### src/rtl/core/wkl_pkg.sv
package wkl_pkg;

    localparam int CFG_W = 48;

    // Opcodes of an input request
    localparam logic [1:0] OP_CHECK   = 2'd0;
    localparam logic [1:0] OP_SWEEP   = 2'd1;
    localparam logic [1:0] OP_REWRITE = 2'd2;

    // Configuration register indexes
    localparam logic [2:0] REG_TIMEOUT    = 3'd0;
    localparam logic [2:0] REG_ETHER_TYPE = 3'd1;
    localparam logic [2:0] REG_LENGTH     = 3'd2;
    localparam logic [2:0] REG_DEST_MAC   = 3'd3;
    localparam logic [2:0] REG_INSTANCE   = 3'd4;

    // Configuration reset values
    localparam logic [7:0]  RST_TIMEOUT    = 8'd2;
    localparam logic [15:0] RST_ETHER_TYPE = 16'h9000;
    localparam logic [13:0] RST_LENGTH     = 14'd18;
    localparam logic [47:0] RST_DEST_MAC   = 48'hFF00_0000_0000;
    localparam logic [23:0] RST_INSTANCE   = 24'd0;

    localparam logic [23:0] SRC_PREFIX = 24'hBADA55;

    // Command kinds handed from front to back
    localparam logic [1:0] CMD_NONE      = 2'd0;
    localparam logic [1:0] CMD_KEEPALIVE = 2'd1;
    localparam logic [1:0] CMD_SWEEP     = 2'd2;
    localparam logic [1:0] CMD_REWRITE   = 2'd3;

    typedef struct packed {
        logic [1:0]  opcode;
        logic [13:0] frame_length;
        logic [15:0] frame_ether_type;
        logic [47:0] frame_dest_mac;
        logic [47:0] frame_src_mac;
        logic [31:0] reported_delay_ms;
        logic [31:0] now_seconds;
    } t_in_req;

    typedef struct packed {
        logic        is_keepalive;
        logic        table_full;
        logic        worker_valid;
        logic [47:0] worker_mac;
        logic [47:0] rewritten_src_mac;
        logic        drop_frame;
    } t_out_req;

    typedef struct packed {
        logic [7:0]  timeout_seconds;
        logic [15:0] keepalive_ether_type;
        logic [13:0] keepalive_length;
        logic [47:0] keepalive_dest_mac;
        logic [23:0] instance_id;
    } t_cfg;

    typedef struct packed {
        logic [1:0]  kind;
        logic        is_keepalive;
        logic [47:0] mac;
        logic [31:0] delay;
        logic [31:0] now;
    } t_cmd;

    typedef struct packed {
        logic [47:0] mac;
        logic [31:0] last_seen;
        logic [31:0] delay;
    } t_slot;

endpackage

### src/rtl/core/worker_keepalive_table_least_delay_top.sv
// Worker keepalive table with least-delay selection.
// Request channel: drive i_req and raise push; a request is taken at a clock edge
// with push high and full low. Result channel: while empty is low the oldest
// result sits on o_res; raise pop to take it. Every request gives exactly one
// result, in request order.
// Configuration: i_cfg_we writes i_cfg_data into register i_cfg_idx at the edge
// (0 timeout, 1 keepalive ether type, 2 keepalive length, 3 keepalive destination
// MAC, 4 instance id); write only while no request is in flight.
// Sequencing: a matching keepalive or a sweep walks the slot memory, one slot per
// cycle through its registered read port; any other request skips the walk.
// The back end runs one command at a time; a two-entry command queue lets the
// front keep accepting meanwhile.
// Reset clears all valid bits and the selection and loads the register defaults.
// When the receiver holds off pop, results collect in a two-entry output queue,
// then the back end stalls, then the command queue fills and full rises.
module worker_keepalive_table_least_delay_top
    import wkl_pkg::*;
#(
    parameter int MAX_WORKERS = 16
) (
    input  logic             i_clk,
    input  logic             i_rst_n,
    input  logic             push,
    input  t_in_req          i_req,
    output logic             full,
    output logic             empty,
    input  logic             pop,
    output t_out_req         o_res,
    input  logic             i_cfg_we,
    input  logic [2:0]       i_cfg_idx,
    input  logic [CFG_W-1:0] i_cfg_data
);

    t_cfg     r_cfg;
    t_cmd     w_cmd;
    t_cmd     w_q_cmd;
    logic     w_q_empty;
    logic     w_cmd_pop;
    logic     w_res_full;
    t_out_req w_res;
    logic     w_res_push;

    // Hold configuration; drop writes to unknown indexes
    always_ff @(posedge i_clk) begin
        if (!i_rst_n) begin
            r_cfg.timeout_seconds      <= RST_TIMEOUT;
            r_cfg.keepalive_ether_type <= RST_ETHER_TYPE;
            r_cfg.keepalive_length     <= RST_LENGTH;
            r_cfg.keepalive_dest_mac   <= RST_DEST_MAC;
            r_cfg.instance_id          <= RST_INSTANCE;
        end else if (i_cfg_we) begin
            case (i_cfg_idx)
                REG_TIMEOUT:    r_cfg.timeout_seconds      <= i_cfg_data[7:0];
                REG_ETHER_TYPE: r_cfg.keepalive_ether_type <= i_cfg_data[15:0];
                REG_LENGTH:     r_cfg.keepalive_length     <= i_cfg_data[13:0];
                REG_DEST_MAC:   r_cfg.keepalive_dest_mac   <= i_cfg_data[47:0];
                REG_INSTANCE:   r_cfg.instance_id          <= i_cfg_data[23:0];
                default: ;
            endcase
        end
    end

    // Front: classify each request
    wkl_front u_front (
        .i_req (i_req),
        .i_cfg (r_cfg),
        .o_cmd (w_cmd)
    );

    // Command queue between front and back
    wkl_fifo #(
        .W ($bits(t_cmd))
    ) u_cmd_q (
        .i_clk   (i_clk),
        .i_rst_n (i_rst_n),
        .i_push  (push),
        .i_wdata (w_cmd),
        .o_full  (full),
        .i_pop   (w_cmd_pop),
        .o_rdata (w_q_cmd),
        .o_empty (w_q_empty)
    );

    // Back: walk the slot table and build the result
    wkl_back #(
        .MAX_WORKERS (MAX_WORKERS)
    ) u_back (
        .i_clk       (i_clk),
        .i_rst_n     (i_rst_n),
        .i_cfg       (r_cfg),
        .i_cmd       (w_q_cmd),
        .i_cmd_valid (!w_q_empty),
        .o_cmd_pop   (w_cmd_pop),
        .i_res_full  (w_res_full),
        .o_res       (w_res),
        .o_res_push  (w_res_push)
    );

    // Output queue parts the back end from the receiver
    wkl_fifo #(
        .W ($bits(t_out_req))
    ) u_res_q (
        .i_clk   (i_clk),
        .i_rst_n (i_rst_n),
        .i_push  (w_res_push),
        .i_wdata (w_res),
        .o_full  (w_res_full),
        .i_pop   (pop),
        .o_rdata (o_res),
        .o_empty (empty)
    );

endmodule

### src/rtl/core/wkl_fifo.sv
module wkl_fifo #(
    parameter int W = 8
) (
    input  logic         i_clk,
    input  logic         i_rst_n,
    input  logic         i_push,
    input  logic [W-1:0] i_wdata,
    output logic         o_full,
    input  logic         i_pop,
    output logic [W-1:0] o_rdata,
    output logic         o_empty
);

    // Two-entry queue
    logic [W-1:0] r_mem [2];
    logic         r_wp;
    logic         r_rp;
    logic [1:0]   r_cnt;
    logic         w_do_push;
    logic         w_do_pop;

    assign o_full    = (r_cnt == 2'd2);
    assign o_empty   = (r_cnt == 2'd0);
    assign o_rdata   = r_mem[r_rp];
    assign w_do_push = i_push && !o_full;
    assign w_do_pop  = i_pop && !o_empty;

    always_ff @(posedge i_clk) begin
        if (w_do_push) begin
            r_mem[r_wp] <= i_wdata;
        end
    end

    always_ff @(posedge i_clk) begin
        if (!i_rst_n) begin
            r_wp  <= 1'b0;
            r_rp  <= 1'b0;
            r_cnt <= 2'd0;
        end else begin
            if (w_do_push) begin
                r_wp <= ~r_wp;
            end
            if (w_do_pop) begin
                r_rp <= ~r_rp;
            end
            if (w_do_push && !w_do_pop) begin
                r_cnt <= r_cnt + 2'd1;
            end else if (w_do_pop && !w_do_push) begin
                r_cnt <= r_cnt - 2'd1;
            end
        end
    end

endmodule

### src/rtl/core/wkl_front.sv
module wkl_front
    import wkl_pkg::*;
(
    input  t_in_req i_req,
    input  t_cfg    i_cfg,
    output t_cmd    o_cmd
);

    logic w_match;

    assign w_match = (i_req.frame_length == i_cfg.keepalive_length)
                  && (i_req.frame_ether_type == i_cfg.keepalive_ether_type)
                  && (i_req.frame_dest_mac == i_cfg.keepalive_dest_mac);

    // Classify the request into a back-end command
    always_comb begin
        o_cmd              = '0;
        o_cmd.mac          = i_req.frame_src_mac;
        o_cmd.delay        = i_req.reported_delay_ms;
        o_cmd.now          = i_req.now_seconds;
        case (i_req.opcode)
            OP_CHECK: begin
                o_cmd.is_keepalive = w_match;
                o_cmd.kind         = w_match ? CMD_KEEPALIVE : CMD_NONE;
            end
            OP_SWEEP:   o_cmd.kind = CMD_SWEEP;
            OP_REWRITE: o_cmd.kind = CMD_REWRITE;
            default:    o_cmd.kind = CMD_NONE;
        endcase
    end

endmodule

### src/rtl/core/wkl_back.sv
module wkl_back
    import wkl_pkg::*;
#(
    parameter int MAX_WORKERS = 16
) (
    input  logic     i_clk,
    input  logic     i_rst_n,
    input  t_cfg     i_cfg,
    input  t_cmd     i_cmd,
    input  logic     i_cmd_valid,
    output logic     o_cmd_pop,
    input  logic     i_res_full,
    output t_out_req o_res,
    output logic     o_res_push
);

    localparam int AW = (MAX_WORKERS > 1) ? $clog2(MAX_WORKERS) : 1;
    localparam int CW = $clog2(MAX_WORKERS + 1);

    localparam logic [1:0] ST_IDLE = 2'd0;
    localparam logic [1:0] ST_SCAN = 2'd1;
    localparam logic [1:0] ST_DONE = 2'd2;

    t_slot             r_mem [MAX_WORKERS];
    t_slot             r_rd;
    logic [MAX_WORKERS-1:0] r_valid;

    logic [1:0]        r_state;
    t_cmd              r_cmd;
    logic [CW-1:0]     r_idx;
    logic              r_pend;
    logic [AW-1:0]     r_pidx;

    logic              r_hit;
    logic [AW-1:0]     r_hit_idx;
    logic              r_free;
    logic [AW-1:0]     r_free_idx;
    logic              r_found;
    logic [31:0]       r_best_delay;
    logic [47:0]       r_best_mac;

    logic              r_chosen_valid;
    logic [47:0]       r_chosen_mac;
    logic              n_chosen_valid;
    logic [47:0]       n_chosen_mac;

    logic              w_issue;
    logic [31:0]       w_age;
    logic              w_pvalid;

    assign w_issue   = (r_state == ST_SCAN) && (r_idx != CW'(MAX_WORKERS));
    assign w_age     = r_cmd.now - r_rd.last_seen;
    assign w_pvalid  = r_valid[r_pidx];
    assign o_cmd_pop = (r_state == ST_IDLE) && i_cmd_valid && !i_res_full;
    assign o_res_push = (r_state == ST_DONE);

    // Selection after this command
    always_comb begin
        n_chosen_valid = r_chosen_valid;
        n_chosen_mac   = r_chosen_mac;
        if (r_cmd.kind == CMD_SWEEP) begin
            n_chosen_valid = r_found;
            n_chosen_mac   = r_found ? r_best_mac : 48'd0;
        end
    end

    always_comb begin
        o_res                   = '0;
        o_res.is_keepalive      = r_cmd.is_keepalive;
        o_res.table_full        = (r_cmd.kind == CMD_KEEPALIVE) && !r_hit && !r_free;
        o_res.worker_valid      = n_chosen_valid;
        o_res.worker_mac        = n_chosen_mac;
        o_res.rewritten_src_mac = {SRC_PREFIX, i_cfg.instance_id};
        o_res.drop_frame        = (r_cmd.kind == CMD_REWRITE) && !r_chosen_valid;
    end

    // Slot memory: one registered read port, one write port
    always_ff @(posedge i_clk) begin
        if (w_issue) begin
            r_rd <= r_mem[r_idx[AW-1:0]];
        end
        if (r_state == ST_DONE && r_cmd.kind == CMD_KEEPALIVE) begin
            if (r_hit) begin
                r_mem[r_hit_idx] <= '{mac: r_cmd.mac, last_seen: r_cmd.now,
                                      delay: r_cmd.delay};
            end else if (r_free) begin
                r_mem[r_free_idx] <= '{mac: r_cmd.mac, last_seen: r_cmd.now,
                                       delay: r_cmd.delay};
            end
        end
    end

    always_ff @(posedge i_clk) begin
        if (o_cmd_pop) begin
            r_cmd <= i_cmd;
        end
        if (r_state == ST_SCAN && r_pend) begin
            if (r_cmd.kind == CMD_KEEPALIVE) begin
                if (w_pvalid && r_rd.mac == r_cmd.mac && !r_hit) begin
                    r_hit_idx <= r_pidx;
                end
                if (!w_pvalid && !r_free) begin
                    r_free_idx <= r_pidx;
                end
            end else if (w_pvalid && w_age >= {24'd0, i_cfg.timeout_seconds}) begin
            end else if (w_pvalid && (!r_found || r_rd.delay < r_best_delay)) begin
                r_best_delay <= r_rd.delay;
                r_best_mac   <= r_rd.mac;
            end
        end
        if (w_issue) begin
            r_pidx <= r_idx[AW-1:0];
        end
    end

    always_ff @(posedge i_clk) begin
        if (!i_rst_n) begin
            r_state        <= ST_IDLE;
            r_valid        <= '0;
            r_idx          <= '0;
            r_pend         <= 1'b0;
            r_hit          <= 1'b0;
            r_free         <= 1'b0;
            r_found        <= 1'b0;
            r_chosen_valid <= 1'b0;
            r_chosen_mac   <= 48'd0;
        end else begin
            case (r_state)
                ST_IDLE: begin
                    if (o_cmd_pop) begin
                        r_idx   <= '0;
                        r_pend  <= 1'b0;
                        r_hit   <= 1'b0;
                        r_free  <= 1'b0;
                        r_found <= 1'b0;
                        if (i_cmd.kind == CMD_KEEPALIVE || i_cmd.kind == CMD_SWEEP) begin
                            r_state <= ST_SCAN;
                        end else begin
                            r_state <= ST_DONE;
                        end
                    end
                end
                ST_SCAN: begin
                    r_pend <= w_issue;
                    if (w_issue) begin
                        r_idx <= r_idx + CW'(1);
                    end
                    if (r_pend) begin
                        if (r_cmd.kind == CMD_KEEPALIVE) begin
                            if (w_pvalid && r_rd.mac == r_cmd.mac) begin
                                r_hit <= 1'b1;
                            end
                            if (!w_pvalid) begin
                                r_free <= 1'b1;
                            end
                        end else if (w_pvalid) begin
                            if (w_age >= {24'd0, i_cfg.timeout_seconds}) begin
                                r_valid[r_pidx] <= 1'b0;
                            end else begin
                                r_found <= 1'b1;
                            end
                        end
                    end
                    if (!w_issue && !r_pend) begin
                        r_state <= ST_DONE;
                    end
                end
                ST_DONE: begin
                    if (r_cmd.kind == CMD_KEEPALIVE && !r_hit && r_free) begin
                        r_valid[r_free_idx] <= 1'b1;
                    end
                    r_chosen_valid <= n_chosen_valid;
                    r_chosen_mac   <= n_chosen_mac;
                    r_state        <= ST_IDLE;
                end
                default: r_state <= ST_IDLE;
            endcase
        end
    end

endmodule

### config.mk
export PLATFORM = sky130hd
export DESIGN_NAME = worker_keepalive_table_least_delay_top
export DESIGN_NICKNAME = d
export VERILOG_FILES = /design/src/rtl/core/wkl_pkg.sv /design/src/rtl/core/worker_keepalive_table_least_delay_top.sv /design/src/rtl/core/wkl_fifo.sv /design/src/rtl/core/wkl_front.sv /design/src/rtl/core/wkl_back.sv
export SDC_FILE = /design/constraint.sdc
export NUM_CORES = 2
export LEC_CHECK = 0
export BUFFER_PORTS_ARGS = -buffer_cell sky130_fd_sc_hd__buf_2
export CAP_MARGIN = 20
export CORE_MARGIN = 2
export CORE_UTILIZATION = 52
export DETAILED_ROUTE_END_ITERATION = 10
export GPL_TIMING_DRIVEN = 0
export PLACE_DENSITY = 0.67
export SLEW_MARGIN = 15
export SYNTH_ARGS = -nofsm -noshare
export SYNTH_HDL_FRONTEND = slang
export SYNTH_HIERARCHICAL = 1
export SYNTH_SLANG_ARGS = --single-unit
### constraint.sdc
create_clock -name i_clk -period 9.5 [get_ports i_clk]
set_clock_uncertainty 0.1 [all_clocks]
set_input_delay 1.425 -clock i_clk [delete_from_list [all_inputs] [get_ports i_clk]]
set_output_delay 1.425 -clock i_clk [all_outputs]
set_load 0.01 [all_outputs]
==> metrics.yaml <==
outcome:
  outcome: "finished clean"
cts:
  tritoncts: "yes"
  clockBufferDepth: 4
  cts.clk_slew.worst_paths_ps: 60
  clkSinkCount: 2737
  cts_hold_buf: 0
  post_cts_resized: 0
  clock_latency_ps: 960
  ctsHtreeMaxLevel: 5
  cts-root-buf: "clkbuf_16"
  cts_setup_buffers: 0
  cts_made_buffers: 294
floorplanning:
  io_pins: 350
  rows: 166
  die_h_um: 457.7
  start_util_pct: 52.32
  die_x_um: 457.7
  fp.coreArea_sq_um: 204600
  die-area_sq_um: 209500
synth:
  synth_ff_type: "edfxtp_1"
  ys_warn_count: 6
  synth_seq_area_share_pct: 74.95
  syn-cell-area_sq_um: 107000
  async_flop_share_pct: 0
  synth_cell_types: 82
  synth_edf_count: 2541
  netlist_instances: 5385
  syn_avg_cell_area_sq_um: 19.88
  ys_ff_latch: 2737
global_routing:
  grtUsageTotal_pct: 26.40
  grt_max_degree: 70
  grt_pass1_wl_mm: 392.5
  grt_pass1_vias: 54700
  grt.overflow.total: 0
  grt_antenna_before_repair: 8
sta:
  max_freq_mhz: 161.6
  maxSlewHeadroom_pct: 20.00
  drv_slew: 0
  hold_viol: 0
  fin_crit_sh_pct: 65.16
  period_minus_slack_ps: 6190
  setup_viol_count_final: 0
  worst_pin_slew_ps: 1200
  setup_slack_ps: 3310
  rsz0062_at_grt: "false"
  hold_ws_ps: 342.8
setup_path:
  cp_max_fo: 45
  required_ps: 9980
  startpoint_type: "flip-flop"
  critPathKind: "flip-flop to flip-flop"
  end_kind: "flip-flop"
  arrival_ps: 6670
  r2r.worst_path.cells: 18
power_and_ir_drop:
  combPwrFrac_pct: 16.3
  p_leak_nw: 40.32
  p_switching_w: 0.008812
  internal-power_w: 0.02338
  peakVddDrop_v: 0.0002300
  p_clk_share_pct: 33.2
  sw_frac_of_total_pct: 27.38
  power_density_nw_per_um2: 258.8
  seqPwrFrac_pct: 50.5
place:
  place.gp.congestion: 0.8910
  io_buffer_count: 237
  place_area_sq_um: 115300
  dpl.hpwl_mm: 183.1
  dp_slack_ps: 3493
finish:
  fin_util_pct: 60.80
  final_layout_size_suffix_gt1_share_pct: 29.29
  nFillCells: 14320
  fin_area_sq_um: 124400
  area_delta_synth_final_pct: 16.20
  nets: 6442
min_path:
  min_path_cells: 0
  hold_path_class: "flip-flop to flip-flop"
route:
  dr.pass1.iters: 5
  wirelength_mm: 277.3
  wl_per_cell_um: 30.73
  via_per_inst: 6.049
  detail-route-antenna-nets: 0
  vias: 54570
  drcViolationCount: 0
  first_iter_violations: 6427
flow_run:
  drv_cap: 0
[critical path, cell delays in order (launching register included)]
cell	delay [ps]
edfxtp_1	780
ha_1	350
nor2b_1	140
o2111ai_1	320
a21boi_0	250
o21a_1	220
nor2_1	110
xnor2_1	150
ha_1	270
and3_1	190
nand2_1	130
nand4b_1	120
nor4_1	240
nand4_1	140
nor4_1	200
nand4_1	120
nor4_1	780
o2111a_4	820
buf_16	360
[kinds of logic after synthesis]
group,after synthesis,share of synthesized area [%]
simple gates,718,3.162
flops,2737,74.95
xor+xnor,125,1.023
other cells,2,0.007016
compound gates,321,2.036
fa+ha+maj,76,0.8953
mux,899,15.44
buf+inv,507,2.494
[final timing paths]
check	startpoint	slack [ps]	endpoint
setup / recovery	u_back/r_cmd[1]$_DFFE_PP_	3310	u_back/r_best_mac[37]$_DFFE_PP_
hold / removal	u_back/r_idx[3]$_SDFFE_PN0P_	340	u_back/r_pidx[3]$_DFFE_PP_
setup reg to reg	u_back/r_cmd[1]$_DFFE_PP_	3310	u_back/r_best_mac[37]$_DFFE_PP_
hold reg to reg	u_back/r_idx[3]$_SDFFE_PN0P_	340	u_back/r_pidx[3]$_DFFE_PP_
[power by group through the flow]
stage / registers (W) / logic, W / clock network, W
floorplan: 0.0161 / 0.00320 / 0
global placement: 0.0165 / 0.00495 / 0
detailed placement: 0.0165 / 0.00519 / 0
CTS: 0.0162 / 0.00523 / 0.0109
global route: 0.0164 / 0.00556 / 0.0113
finish: 0.0163 / 0.00523 / 0.0107
[sequential cells by signal, summed over array words and instances, names as in the netlist, 2 cells and up, named ones only]
| signal | flops |
|---|---|
| r_cfg | 110 |
| u_back/r_best_delay | 32 |
| u_back/r_best_mac | 48 |
| u_back/r_chosen_mac | 48 |
| u_back/r_cmd | 114 |
| u_back/r_free_idx | 4 |
| u_back/r_hit_idx | 4 |
| u_back/r_idx | 5 |
| u_back/r_mem | 1792 |
| u_back/r_pidx | 4 |
| u_back/r_rd | 112 |
| u_back/r_state | 2 |
| u_back/r_valid | 16 |
| u_cmd_q/r_cnt | 2 |
| u_cmd_q/r_mem | 230 |
| u_res_q/r_cnt | 2 |
| u_res_q/r_mem | 200 |
[synth_stat cells, types with 7 or more instances]
cell / instances / area share, %
a21boi_0: 54 / 0.38
a21o_1: 25 / 0.18
a21oi_1: 46 / 0.22
a31oi_1: 11 / 0.064
a32oi_1: 16 / 0.13
and2_1: 10 / 0.058
and3_1: 9 / 0.053
buf_1: 54 / 0.19
buf_2: 21 / 0.098
buf_4: 175 / 1.2
buf_6: 11 / 0.12
clkbuf_1: 138 / 0.48
dfxtp_1: 196 / 3.7
edfxtp_1: 2541 / 71
ha_1: 75 / 0.88
inv_1: 105 / 0.37
mux2_2: 166 / 1.7
mux2_4: 50 / 0.70
mux2i_1: 118 / 1.1
mux4_2: 565 / 12
nand2_1: 398 / 1.4
nand2b_1: 36 / 0.21
nand3_1: 13 / 0.061
nand4_1: 40 / 0.23
nor2_1: 74 / 0.26
nor2b_1: 49 / 0.29
nor3_1: 20 / 0.094
nor3b_1: 7 / 0.049
nor4_1: 25 / 0.15
o2111ai_1: 7 / 0.057
o211ai_1: 7 / 0.049
o21a_1: 9 / 0.063
o21ai_0: 73 / 0.34
o21ai_1: 18 / 0.084
or3_1: 7 / 0.041
xnor2_1: 55 / 0.45
xor2_1: 70 / 0.57
[layout by cell type (no fill, tap or decap), drive strengths merged, types with 75 or more instances in the layout]
master and count:
edfxtp 2541, buf 671, mux4 565, clkbuf 521, nand2 398, mux2 216
dfxtp 196, mux2i 118, inv 113, clkinv 101, o21ai 91, ha 75
[final cells by class]
class	instances	area [sq um]	area share, %
clock inverters	128	996.0	0.8007
diodes	7	17.52	0.01408
multi-input cells	2163	24390	19.61
repair buffers	415	4808	3.866
well taps	2688	3363	2.704
clock buffers	377	7868	6.325
plain buffers	400	2301	1.850
flip-flops and latches	2737	80230	64.50
inverters	107	416.7	0.3350
[routing by layer]
metal  global-route usage (%)  vias to the layer above  wire length [um]
li1                         -                    22880                 -
met1                    35.57                    28480            108100
met2                    43.16                     2742            135600
met3                    5.561                      462             23920
met4                    8.951                        8              9595
met5                        0                        -                56
[per-stage QoR]
stage / instances / setup TNS (ps) / power (W)
2_1_floorplan: 5407 / 0 / 0.01926
3_3_place_gp: 8332 / -8539820 / 0.02150
3_5_place_dp: 8492 / 0 / 0.02169
4_1_cts: 8997 / 0 / 0.03235
5_1_grt: 9018 / 0 / 0.03330
6_report: 9022 / 0 / 0.03219
(Power assumes the default switching activity.)
